<file path="config.mk">
export PLATFORM = sky130hd
export DESIGN_NAME = rle_rect_frame_decoder_flat
export DESIGN_NICKNAME = d
export VERILOG_FILES = /design/src/rrfd_pkg.sv /design/src/rrfd_req_if.sv /design/src/rrfd_rsp_if.sv /design/src/rle_rect_frame_decoder.sv /design/src/flat_wrapper.sv
export SDC_FILE = /design/constraint.sdc
export NUM_CORES = 2
export LEC_CHECK = 0
export BUFFER_PORTS_ARGS = -buffer_cell sky130_fd_sc_hd__buf_2
export CAP_MARGIN = 10
export CORE_ASPECT_RATIO = 1.2
export CORE_UTILIZATION = 63
export CTS_CLUSTER_DIAMETER = 50
export DETAILED_ROUTE_END_ITERATION = 8
export GPL_TIMING_DRIVEN = 0
export PLACE_DENSITY = 0.86
export SYNTH_ARGS = -nofsm -noshare
export SYNTH_HDL_FRONTEND = slang
export SYNTH_SLANG_ARGS = --single-unit
</file>
<file path="constraint.sdc">
create_clock -name clock -period 20.2 [get_ports clock]
set_clock_uncertainty 0.05 [all_clocks]
set_input_delay 3.03 -clock clock [delete_from_list [all_inputs] [get_ports clock]]
set_output_delay 3.03 -clock clock [all_outputs]
set_load 0.01 [all_outputs]
</file>
<file path="src/rrfd_pkg.sv">
// Shared types and constants of the rectangle frame decoder.
`timescale 1ns / 1ps
package rrfd_pkg;

   localparam int CAP_W       = 18;
   localparam int CSR_ADDR_W  = 3;
   localparam int CSR_DATA_W  = 32;
   localparam int QUEUE_DEPTH = 5;
   localparam int QCNT_W      = $clog2(QUEUE_DEPTH + 1);

   localparam logic [CAP_W-1:0] CAP_RESET = 18'd4096;

   localparam logic [1:0] KIND_RECT = 2'd0;
   localparam logic [1:0] KIND_RUN  = 2'd1;
   localparam logic [1:0] KIND_DONE = 2'd2;
   localparam logic [1:0] KIND_ERR  = 2'd3;

   localparam logic [2:0] ERR_SHORT_HDR = 3'd1;
   localparam logic [2:0] ERR_ZERO_W    = 3'd2;
   localparam logic [2:0] ERR_TOO_WIDE  = 3'd3;
   localparam logic [2:0] ERR_OVERRUN   = 3'd4;
   localparam logic [2:0] ERR_PIX_SHORT = 3'd5;

   typedef struct packed {
      logic [1:0]  kind;
      logic [15:0] rect_x;
      logic [15:0] rect_y;
      logic [15:0] rect_w;
      logic [15:0] rect_h;
      logic [15:0] pixel;
      logic [7:0]  repeat_res;
      logic [7:0]  rect_total;
      logic [2:0]  error_code;
   } rrfd_res_type;

endpackage

</file>
<file path="src/rrfd_req_if.sv">
// Input channel: one frame byte per word.
`timescale 1ns / 1ps
interface rrfd_req_if;
   logic       valid;
   logic       ready;
   logic [7:0] data_byte;
   logic       end_of_blob;

   modport source (output valid, output data_byte, output end_of_blob, input ready);
   modport sink (input valid, input data_byte, input end_of_blob, output ready);
endinterface

</file>
<file path="src/rrfd_rsp_if.sv">
// Result channel: one decoded result per word.
`timescale 1ns / 1ps
interface rrfd_rsp_if;
   logic        valid;
   logic        ready;
   logic [1:0]  kind;
   logic [15:0] rect_x;
   logic [15:0] rect_y;
   logic [15:0] rect_w;
   logic [15:0] rect_h;
   logic [15:0] pixel;
   logic [7:0]  repeat_res;
   logic [7:0]  rect_total;
   logic [2:0]  error_code;

   modport source (output valid, output kind, output rect_x, output rect_y, output rect_w,
                   output rect_h, output pixel, output repeat_res, output rect_total,
                   output error_code, input ready);
   modport sink (input valid, input kind, input rect_x, input rect_y, input rect_w,
                 input rect_h, input pixel, input repeat_res, input rect_total,
                 input error_code, output ready);
endinterface

</file>
<file path="src/rle_rect_frame_decoder.sv">
// Top level: streaming decoder of run-length coded rectangle frames with 16-bit pixels.
// Output: the first result of a byte is on rsp_bus in the cycle after the byte is accepted
// when no earlier result waits.
// Throughput: one byte per cycle; a byte yields at most three results, queued in a
// five-word result queue, and req_bus.ready drops while three or more results wait.
// Reset (synchronous): parser returns to waiting for a count byte, queue empties,
// strip capacity returns to 4096.
`timescale 1ns / 1ps
module rle_rect_frame_decoder (
   input  logic                            clock,
   input  logic                            reset,
   rrfd_req_if.sink                        req_bus,
   rrfd_rsp_if.source                      rsp_bus,
   input  logic                            csr_psel,
   input  logic                            csr_penable,
   input  logic                            csr_pwrite,
   input  logic [rrfd_pkg::CSR_ADDR_W-1:0] csr_paddr,
   input  logic [rrfd_pkg::CSR_DATA_W-1:0] csr_pwdata,
   output logic [rrfd_pkg::CSR_DATA_W-1:0] csr_prdata,
   output logic                            csr_pready
);
   import rrfd_pkg::*;

   localparam logic [2:0] PH_COUNT   = 3'd0;
   localparam logic [2:0] PH_HEADER  = 3'd1;
   localparam logic [2:0] PH_PAYLOAD = 3'd2;
   localparam logic [2:0] PH_SKIP    = 3'd3;
   localparam logic [2:0] PH_ERROR   = 3'd4;

   logic [CAP_W-1:0]  cap_ff, cap_in;
   logic [2:0]        phase_ff, phase_in;
   logic [3:0]        hdr_idx_ff, hdr_idx_in;
   logic [63:0]       hdr_ff, hdr_in;
   logic [31:0]       pay_ff, pay_in;
   logic [31:0]       pix_ff, pix_in;
   logic [7:0]        op_left_ff, op_left_in;
   logic              op_run_ff, op_run_in;
   logic [7:0]        held_ff, held_in;
   logic [1:0]        bph_ff, bph_in;
   logic [7:0]        rects_left_ff, rects_left_in;
   logic [7:0]        rect_count_ff, rect_count_in;

   rrfd_res_type      q_ff [QUEUE_DEPTH];
   rrfd_res_type      q_in [QUEUE_DEPTH];
   logic [QCNT_W-1:0] cnt_ff, cnt_in;

   rrfd_res_type      res [3];
   logic [1:0]        n_res;
   logic              acc, pop, finish, fail;
   logic [2:0]        fail_code;
   logic [7:0]        b;
   logic [15:0]       w, h;
   logic [31:0]       pay_full, area, pay_dec, pix_dec;
   logic [7:0]        rep, op_dec;
   logic [QCNT_W-1:0] cnt_pop;

   assign acc = req_bus.valid && req_bus.ready;
   assign pop = rsp_bus.valid && rsp_bus.ready;
   assign req_bus.ready = (cnt_ff <= QCNT_W'(QUEUE_DEPTH - 3));

   assign csr_pready = 1'b1;
   assign csr_prdata = csr_paddr[2] ? '0 : CSR_DATA_W'(cap_ff);

   always_comb begin
      cap_in = cap_ff;
      if (csr_psel && csr_penable && csr_pwrite && !csr_paddr[2]) begin
         cap_in = csr_pwdata[CAP_W-1:0];
      end
   end

   assign b        = req_bus.data_byte;
   assign w        = hdr_ff[47:32];
   assign h        = hdr_ff[63:48];
   assign pay_full = {b, pay_ff[23:0]};
   assign area     = w * h;
   assign pay_dec  = pay_ff - 32'd1;
   assign op_dec   = op_left_ff - 8'd1;

   always_comb begin
      phase_in      = phase_ff;
      hdr_idx_in    = hdr_idx_ff;
      hdr_in        = hdr_ff;
      pay_in        = pay_ff;
      pix_in        = pix_ff;
      op_left_in    = op_left_ff;
      op_run_in     = op_run_ff;
      held_in       = held_ff;
      bph_in        = bph_ff;
      rects_left_in = rects_left_ff;
      rect_count_in = rect_count_ff;
      res[0]        = '0;
      res[1]        = '0;
      res[2]        = '0;
      n_res         = 2'd0;
      finish        = 1'b0;
      fail          = 1'b0;
      fail_code     = ERR_SHORT_HDR;
      rep           = 8'd1;
      pix_dec       = pix_ff;

      if (acc) begin
         unique case (phase_ff)
            PH_COUNT: begin
               rect_count_in = b;
               rects_left_in = b;
               if (b == 8'd0) begin
                  res[n_res].kind = KIND_DONE;
                  n_res           = n_res + 2'd1;
               end else begin
                  phase_in   = PH_HEADER;
                  hdr_idx_in = 4'd0;
               end
            end
            PH_HEADER: begin
               if (!hdr_idx_ff[3]) begin
                  hdr_in[{hdr_idx_ff[2:0], 3'b000} +: 8] = b;
               end else begin
                  pay_in[{hdr_idx_ff[1:0], 3'b000} +: 8] = b;
               end
               hdr_idx_in = hdr_idx_ff + 4'd1;
               if (hdr_idx_ff == 4'd11) begin
                  hdr_idx_in = 4'd0;
                  if (w == 16'd0) begin
                     fail      = 1'b1;
                     fail_code = ERR_ZERO_W;
                  end else if ({1'b0, w, 1'b0} > cap_ff) begin
                     fail      = 1'b1;
                     fail_code = ERR_TOO_WIDE;
                  end else begin
                     res[n_res].kind   = KIND_RECT;
                     res[n_res].rect_x = hdr_ff[15:0];
                     res[n_res].rect_y = hdr_ff[31:16];
                     res[n_res].rect_w = w;
                     res[n_res].rect_h = h;
                     n_res             = n_res + 2'd1;
                     pix_in            = area;
                     bph_in            = 2'd0;
                     op_left_in        = 8'd0;
                     op_run_in         = 1'b0;
                     if (area == 32'd0) begin
                        if (pay_full == 32'd0) begin
                           finish = 1'b1;
                        end else begin
                           phase_in = PH_SKIP;
                        end
                     end else if (pay_full == 32'd0) begin
                        fail      = 1'b1;
                        fail_code = ERR_PIX_SHORT;
                     end else begin
                        phase_in = PH_PAYLOAD;
                     end
                  end
               end
            end
            PH_PAYLOAD: begin
               pay_in = pay_dec;
               unique case (bph_ff)
                  2'd0: begin
                     op_run_in  = b[7];
                     op_left_in = b[7] ? (b - 8'd126) : (b + 8'd1);
                     bph_in     = 2'd1;
                  end
                  2'd1: begin
                     held_in = b;
                     bph_in  = 2'd2;
                  end
                  default: begin
                     if (op_run_ff) begin
                        rep        = ({24'd0, op_left_ff} < pix_ff) ? op_left_ff : pix_ff[7:0];
                        op_left_in = 8'd0;
                     end else begin
                        op_left_in = op_dec;
                     end
                     pix_dec               = pix_ff - {24'd0, rep};
                     pix_in                = pix_dec;
                     res[n_res].kind       = KIND_RUN;
                     res[n_res].pixel      = {held_ff, b};
                     res[n_res].repeat_res = rep;
                     n_res                 = n_res + 2'd1;
                     bph_in                = (op_left_in != 8'd0) ? 2'd1 : 2'd0;
                  end
               endcase
               if (pix_in == 32'd0) begin
                  if (pay_dec == 32'd0) begin
                     finish = 1'b1;
                  end else begin
                     phase_in = PH_SKIP;
                  end
               end else if (pay_dec == 32'd0) begin
                  fail      = 1'b1;
                  fail_code = ERR_PIX_SHORT;
               end
            end
            PH_SKIP: begin
               pay_in = pay_dec;
               if (pay_dec == 32'd0) begin
                  finish = 1'b1;
               end
            end
            default: begin
            end
         endcase

         if (finish) begin
            rects_left_in = rects_left_ff - 8'd1;
            if (rects_left_in == 8'd0) begin
               res[n_res].kind       = KIND_DONE;
               res[n_res].rect_total = rect_count_ff;
               n_res                 = n_res + 2'd1;
               phase_in              = PH_COUNT;
            end else begin
               phase_in   = PH_HEADER;
               hdr_idx_in = 4'd0;
            end
         end

         if (fail) begin
            res[n_res].kind       = KIND_ERR;
            res[n_res].error_code = fail_code;
            n_res                 = n_res + 2'd1;
            phase_in              = PH_ERROR;
         end

         if (req_bus.end_of_blob) begin
            if (phase_in == PH_HEADER) begin
               res[n_res].kind       = KIND_ERR;
               res[n_res].error_code = ERR_SHORT_HDR;
               n_res                 = n_res + 2'd1;
            end else if (phase_in == PH_PAYLOAD || phase_in == PH_SKIP) begin
               res[n_res].kind       = KIND_ERR;
               res[n_res].error_code = ERR_OVERRUN;
               n_res                 = n_res + 2'd1;
            end
            phase_in   = PH_COUNT;
            hdr_idx_in = 4'd0;
            bph_in     = 2'd0;
            op_left_in = 8'd0;
         end
      end
   end

   assign cnt_pop = cnt_ff - QCNT_W'(pop);

   always_comb begin
      for (int i = 0; i < QUEUE_DEPTH; i++) begin
         q_in[i] = q_ff[i];
         if (pop && i < QUEUE_DEPTH - 1) begin
            q_in[i] = q_ff[i + 1];
         end
         if (n_res != 2'd0 && QCNT_W'(i) == cnt_pop) begin
            q_in[i] = res[0];
         end
         if (n_res >= 2'd2 && QCNT_W'(i) == cnt_pop + QCNT_W'(1)) begin
            q_in[i] = res[1];
         end
         if (n_res == 2'd3 && QCNT_W'(i) == cnt_pop + QCNT_W'(2)) begin
            q_in[i] = res[2];
         end
      end
      cnt_in = cnt_pop + QCNT_W'(n_res);
   end

   assign rsp_bus.valid      = (cnt_ff != '0);
   assign rsp_bus.kind       = q_ff[0].kind;
   assign rsp_bus.rect_x     = q_ff[0].rect_x;
   assign rsp_bus.rect_y     = q_ff[0].rect_y;
   assign rsp_bus.rect_w     = q_ff[0].rect_w;
   assign rsp_bus.rect_h     = q_ff[0].rect_h;
   assign rsp_bus.pixel      = q_ff[0].pixel;
   assign rsp_bus.repeat_res = q_ff[0].repeat_res;
   assign rsp_bus.rect_total = q_ff[0].rect_total;
   assign rsp_bus.error_code = q_ff[0].error_code;

   always_ff @(posedge clock) begin
      if (reset) begin
         cap_ff        <= CAP_RESET;
         phase_ff      <= PH_COUNT;
         hdr_idx_ff    <= '0;
         hdr_ff        <= '0;
         pay_ff        <= '0;
         pix_ff        <= '0;
         op_left_ff    <= '0;
         op_run_ff     <= 1'b0;
         held_ff       <= '0;
         bph_ff        <= '0;
         rects_left_ff <= '0;
         rect_count_ff <= '0;
         cnt_ff        <= '0;
      end else begin
         cap_ff        <= cap_in;
         phase_ff      <= phase_in;
         hdr_idx_ff    <= hdr_idx_in;
         hdr_ff        <= hdr_in;
         pay_ff        <= pay_in;
         pix_ff        <= pix_in;
         op_left_ff    <= op_left_in;
         op_run_ff     <= op_run_in;
         held_ff       <= held_in;
         bph_ff        <= bph_in;
         rects_left_ff <= rects_left_in;
         rect_count_ff <= rect_count_in;
         cnt_ff        <= cnt_in;
      end
   end

   always_ff @(posedge clock) begin
      for (int i = 0; i < QUEUE_DEPTH; i++) begin
         q_ff[i] <= q_in[i];
      end
   end

endmodule

</file>
<file path="src/flat_wrapper.sv">
// flat-port wrapper written by rule: the top's interface ports become plain ports
module rle_rect_frame_decoder_flat import rrfd_pkg::*;
  (clock, reset, csr_psel, csr_penable, csr_pwrite, csr_paddr, csr_pwdata, csr_prdata, csr_pready, req_bus_valid, req_bus_data_byte, req_bus_end_of_blob, req_bus_ready, rsp_bus_valid, rsp_bus_kind, rsp_bus_rect_x, rsp_bus_rect_y, rsp_bus_rect_w, rsp_bus_rect_h, rsp_bus_pixel, rsp_bus_repeat_res, rsp_bus_rect_total, rsp_bus_error_code, rsp_bus_ready);
  rrfd_req_if req_bus_i ();
  rrfd_rsp_if rsp_bus_i ();
  input  logic clock;
  input  logic reset;
  input  logic csr_psel;
  input  logic csr_penable;
  input  logic csr_pwrite;
  input  logic [rrfd_pkg::CSR_ADDR_W-1:0] csr_paddr;
  input  logic [rrfd_pkg::CSR_DATA_W-1:0] csr_pwdata;
  output logic [rrfd_pkg::CSR_DATA_W-1:0] csr_prdata;
  output logic csr_pready;
  input wire logic [$bits(req_bus_i.valid)-1:0] req_bus_valid;
  input wire logic [$bits(req_bus_i.data_byte)-1:0] req_bus_data_byte;
  input wire logic [$bits(req_bus_i.end_of_blob)-1:0] req_bus_end_of_blob;
  output wire logic [$bits(req_bus_i.ready)-1:0] req_bus_ready;
  output wire logic [$bits(rsp_bus_i.valid)-1:0] rsp_bus_valid;
  output wire logic [$bits(rsp_bus_i.kind)-1:0] rsp_bus_kind;
  output wire logic [$bits(rsp_bus_i.rect_x)-1:0] rsp_bus_rect_x;
  output wire logic [$bits(rsp_bus_i.rect_y)-1:0] rsp_bus_rect_y;
  output wire logic [$bits(rsp_bus_i.rect_w)-1:0] rsp_bus_rect_w;
  output wire logic [$bits(rsp_bus_i.rect_h)-1:0] rsp_bus_rect_h;
  output wire logic [$bits(rsp_bus_i.pixel)-1:0] rsp_bus_pixel;
  output wire logic [$bits(rsp_bus_i.repeat_res)-1:0] rsp_bus_repeat_res;
  output wire logic [$bits(rsp_bus_i.rect_total)-1:0] rsp_bus_rect_total;
  output wire logic [$bits(rsp_bus_i.error_code)-1:0] rsp_bus_error_code;
  input wire logic [$bits(rsp_bus_i.ready)-1:0] rsp_bus_ready;
  assign req_bus_i.valid = req_bus_valid;
  assign req_bus_i.data_byte = req_bus_data_byte;
  assign req_bus_i.end_of_blob = req_bus_end_of_blob;
  assign req_bus_ready = req_bus_i.ready;
  assign rsp_bus_valid = rsp_bus_i.valid;
  assign rsp_bus_kind = rsp_bus_i.kind;
  assign rsp_bus_rect_x = rsp_bus_i.rect_x;
  assign rsp_bus_rect_y = rsp_bus_i.rect_y;
  assign rsp_bus_rect_w = rsp_bus_i.rect_w;
  assign rsp_bus_rect_h = rsp_bus_i.rect_h;
  assign rsp_bus_pixel = rsp_bus_i.pixel;
  assign rsp_bus_repeat_res = rsp_bus_i.repeat_res;
  assign rsp_bus_rect_total = rsp_bus_i.rect_total;
  assign rsp_bus_error_code = rsp_bus_i.error_code;
  assign rsp_bus_i.ready = rsp_bus_ready;
  rle_rect_frame_decoder u_core (.clock(clock), .reset(reset), .req_bus(req_bus_i), .rsp_bus(rsp_bus_i), .csr_psel(csr_psel), .csr_penable(csr_penable), .csr_pwrite(csr_pwrite), .csr_paddr(csr_paddr), .csr_pwdata(csr_pwdata), .csr_prdata(csr_prdata), .csr_pready(csr_pready));
endmodule
</file>
==> impl_results.md <==
- Outcome: finished with violations
- Failing checks: design-rule violations
- WP data arrival: 13010 ps
- Synthesized cell area: 45390 um2
- Final worst path period share: 62.99%
- Met1 Use GR: 43.96%
- DR vias/cell: 6.219
- Met3 GRT Util: 7.276%
- WL/cell: 21.49 um
- Main synth FF type: edfxtp_1
- Yosys reg bits: 696
- FF-to-FF path depth: 32
- Minimum clock period: 12720 ps
- Syn Inst Count: 5096
- Post-Synth Adder-Cell Area: 13.00%
- Core area: 71090 um2
- Gr ovfl total: 0
- Met2 Usage GRT: 62.56%
- IO Port Bufs: 152
- Core Util, Final: 70.55%
- Peak VDD IR: 0.06442 mV
- Die Y: 296.0 um
- Initial antenna violation count: 3
- Gr busiest metal: met2
- Flop pwr share: 45.4%
- Hold Path Class: reg2reg
- Layout cell share with drive strength beyond 1: 10.49%
- First-pass GRT wire length: 208.5 mm
- Worst r2r src: u_core.hdr_ff[44]$_SDFFE_PP0P_
- Worst Setup End Kind: register
- Vias in the first global route: 37970
- Worst Setup Slack, final: 7477 ps
- Vias: 39440
- Clock power share: 30.3%
- Leak pwr: 19.58 nW
- DP HPWL: 101.4 mm
- Max-slew headroom: 5.407%
- Max stage delay on crit path: 880 ps
- Number of flops mapped to enable cells by yosys: 505
- Rows: 107
- Initial Utilization: 63.85%
- Highest-count cells in the layout ignoring fill and taps: nor2_1 (1109), a21oi_1 (532), nand2_1 (530), edfxtp_1 (505), inv_1 (250)
- Worst-Margin Slew: 1419 ps
- PwrDens: 91.46 nW/um2
- Area fraction in compound gates after synthesis: 12.80%
- CTS Buffer Depth: 3
- Ys async rst share: 0%
- Final setup vio count: 0
- Die area: 73130 um2
- Crit path from: u_core.hdr_ff[44]$_SDFFE_PP0P_
- RSZ-0062 raised after global routing: false
- Antenna Violating Nets Remaining: 0
- HP Start: u_core.held_ff[3]$_SDFFE_PP0P_
- Cts bufs inserted: 76
- Cts-stage hold buffer count: 0
- DRT iter0 DRCs: 4093
- CP required: 20490 ps
- Critical path peak fanout: 58
- Worst skew pair latency: 640 ps
- CP dominant cell by count: fa_1
- Avg Cell Area, Syn: 8.907 um2
- Largest family of logic cells by synthesized area: simple AND/OR/NAND/NOR gates
- Largest net degree at the start of global routing: 67
- Sw Share: 30.81%
- CP startpoint kind: register
- Fmax: 0.07860 GHz
- Synth warn: 0
- Cell total after placement: 6200
- Multiplexer share of the synthesized area: 3.151%
- Finished Layout Cells: 6342
- Post-CTS setup buffers: 0
- Pint: 3.174 mW
- Final Power: 4.587 mW
- Synth cell types: 89
- Synth Area in XOR/XNOR: 1.177%
- Setup WS pre-CTS: 7885 ps
- Number of remaining DRC errors: 70
- 1st-pass router iterations: 9
- Worst reg2reg path endpoint: u_core.q_ff[0][253]$_SDFFCE_PP0P_
- Nets: 5758
- Switch Pwr: 1.413 mW
- Chip width: 247.0 um
- Gpl congestion: 0.9938
- Clock transition at the registers of the reported paths: 60 ps
- Worst path slowest cell: nor3_1
- Leading cell type in the layout, fill and taps excluded: nor2_1
- Hold slack: 404.2 ps
- CTS tree: done
- Sink Count: 696
- Max Cap Violations: 0
- H-Tree Depth: 3
- CP endpoint: u_core.q_ff[0][253]$_SDFFCE_PP0P_
- Root buffer cell: clkbuf_16
- # IOs: 187
- Pins Over Slew Limit: 0
- CP Class: reg2reg
- GRT Util Overall: 37.14%
- Synth Area in Simple Gates: 20.58%
- Reg2Reg Setup Slack: 7480 ps
- Comb power frac: 24.3%
- Register area share after synthesis: 41.83%
- Area Growth Syn to Fin: 10.49%
- Routed WL: 136.3 mm
- Post-cts sizing count: 0
- Final hold violations: 0
## area by class of cell
cell class | instances | area (um2)
clock buffers | 97 | 2054
well taps | 926 | 1159
plain buffers | 463 | 2439
clock inverters | 43 | 412.9
inverters | 251 | 942.2
repair buffers | 166 | 991.0
diodes | 1 | 2.502
fillers | 5275 | 20940
multi-input cells | 3699 | 23160
flip-flops and latches | 696 | 18990
## state kept, by name, summed over array words and instances, names as in the netlist
signal                flops
u_core.bph_ff             2
u_core.cap_ff            18
u_core.cnt_ff             3
u_core.hdr_ff            64
u_core.hdr_idx_ff         4
u_core.held_ff            8
u_core.op_left_ff         8
u_core.op_run_ff          1
u_core.pay_ff            32
u_core.phase_ff           3
u_core.pix_ff            32
u_core.q_ff             505
u_core.rect_count_ff      8
u_core.rects_left_ff      8
## worst max-delay path, delay by kind of cell, from the launching register on
family                   cells  cell delay (ps)
adder cells (fa/ha/maj)      8             3770
buffers and inverters       10             3300
AND/OR/NAND/NOR              7             2650
AO/OA/AOI/OAI                7             2200
flip-flops                   1              360
## how the worst min path moves through the flow
stage	to	slack, ps	cells past startpoint
after global routing	u_core.held_ff[3]$_SDFFE_PP0P_	420	2
after detailed placement	u_core.held_ff[0]$_SDFFE_PP0P_	400	2
after floorplan	u_core.held_ff[0]$_SDFFE_PP0P_	380	2
after CTS	u_core.cap_ff[8]$_SDFFE_PP0P_	400	2
final	u_core.held_ff[3]$_SDFFE_PP0P_	400	2
after global placement	u_core.held_ff[1]$_SDFFE_PP0P_	390	2
## stage by stage
step           setup TNS (ps)  area (um2)
2_1_floorplan               0       45440
3_3_place_gp          -115670       47360
3_5_place_dp                0       47680
4_1_cts                     0       50140
5_1_grt                     0       50150
6_report                    0       50150
## routing by layer
layer  share of wire [%]  vias up
met5               0.024        -
met4                 6.5        4
met3                 9.8      563
met2                  48     2287
met1                  36    18790
li1                    -    17800
## power by group through the flow
stage          Clock, mW  Combinational, mW  Sequential (mW)
5_1_grt             1.45               1.21             2.10
3_3_place_gp           0               1.01             2.18
6_report            1.39               1.12             2.08
4_1_cts             1.39               1.11             2.08
3_5_place_dp           0               1.10             2.11
2_1_floorplan          0              0.743             2.13
## synth_stat cells, types with 8 or more instances
library cell | n | area, um2
or3_1 | 23 | 143.9
o21ai_0 | 119 | 595.6
a21oi_1 | 532 | 2663
nor2_1 | 1109 | 4163
and3_1 | 17 | 106.4
a2111oi_0 | 13 | 113.9
xnor2_1 | 39 | 341.6
nor3_1 | 92 | 460.4
a22oi_1 | 38 | 285.3
clkbuf_1 | 208 | 780.8
a31oi_1 | 13 | 81.33
o31ai_1 | 16 | 120.1
a21o_1 | 15 | 112.6
nand3_1 | 64 | 320.3
a311oi_1 | 9 | 78.83
o211ai_1 | 20 | 150.1
nand4_1 | 27 | 168.9
fa_1 | 196 | 3924
inv_1 | 250 | 938.4
o21ai_1 | 20 | 100.1
nand2_1 | 530 | 1989
nor2b_1 | 19 | 118.9
and2_1 | 132 | 825.8
a211oi_1 | 42 | 315.3
or2_2 | 8 | 50.05
edfxtp_1 | 505 | 15160
nor3b_1 | 16 | 120.1
nor4_1 | 34 | 212.7
buf_1 | 22 | 82.58
buf_2 | 86 | 430.4
nand2b_1 | 25 | 156.4
buf_6 | 11 | 123.9
dfxtp_1 | 191 | 3824
ha_1 | 158 | 1977
o21bai_1 | 8 | 60.06
o22ai_1 | 17 | 106.4
and4_1 | 12 | 105.1
o21a_1 | 12 | 90.09
xor2_1 | 22 | 192.7
or4_1 | 12 | 90.09
a21boi_0 | 8 | 60.06
mux2i_1 | 135 | 1351
buf_4 | 136 | 1021
## kinds of logic after synthesis
logic type	count (synthesis)
other	2
AO/OA/AOI/OAI	972
multiplexers	142
buffers and inverters	714
flip-flops	696
adder cells (fa/ha/maj)	354
XOR/XNOR	61
AND/OR/NAND/NOR	2155
Note: power is estimated with default switching activity, not from simulation.
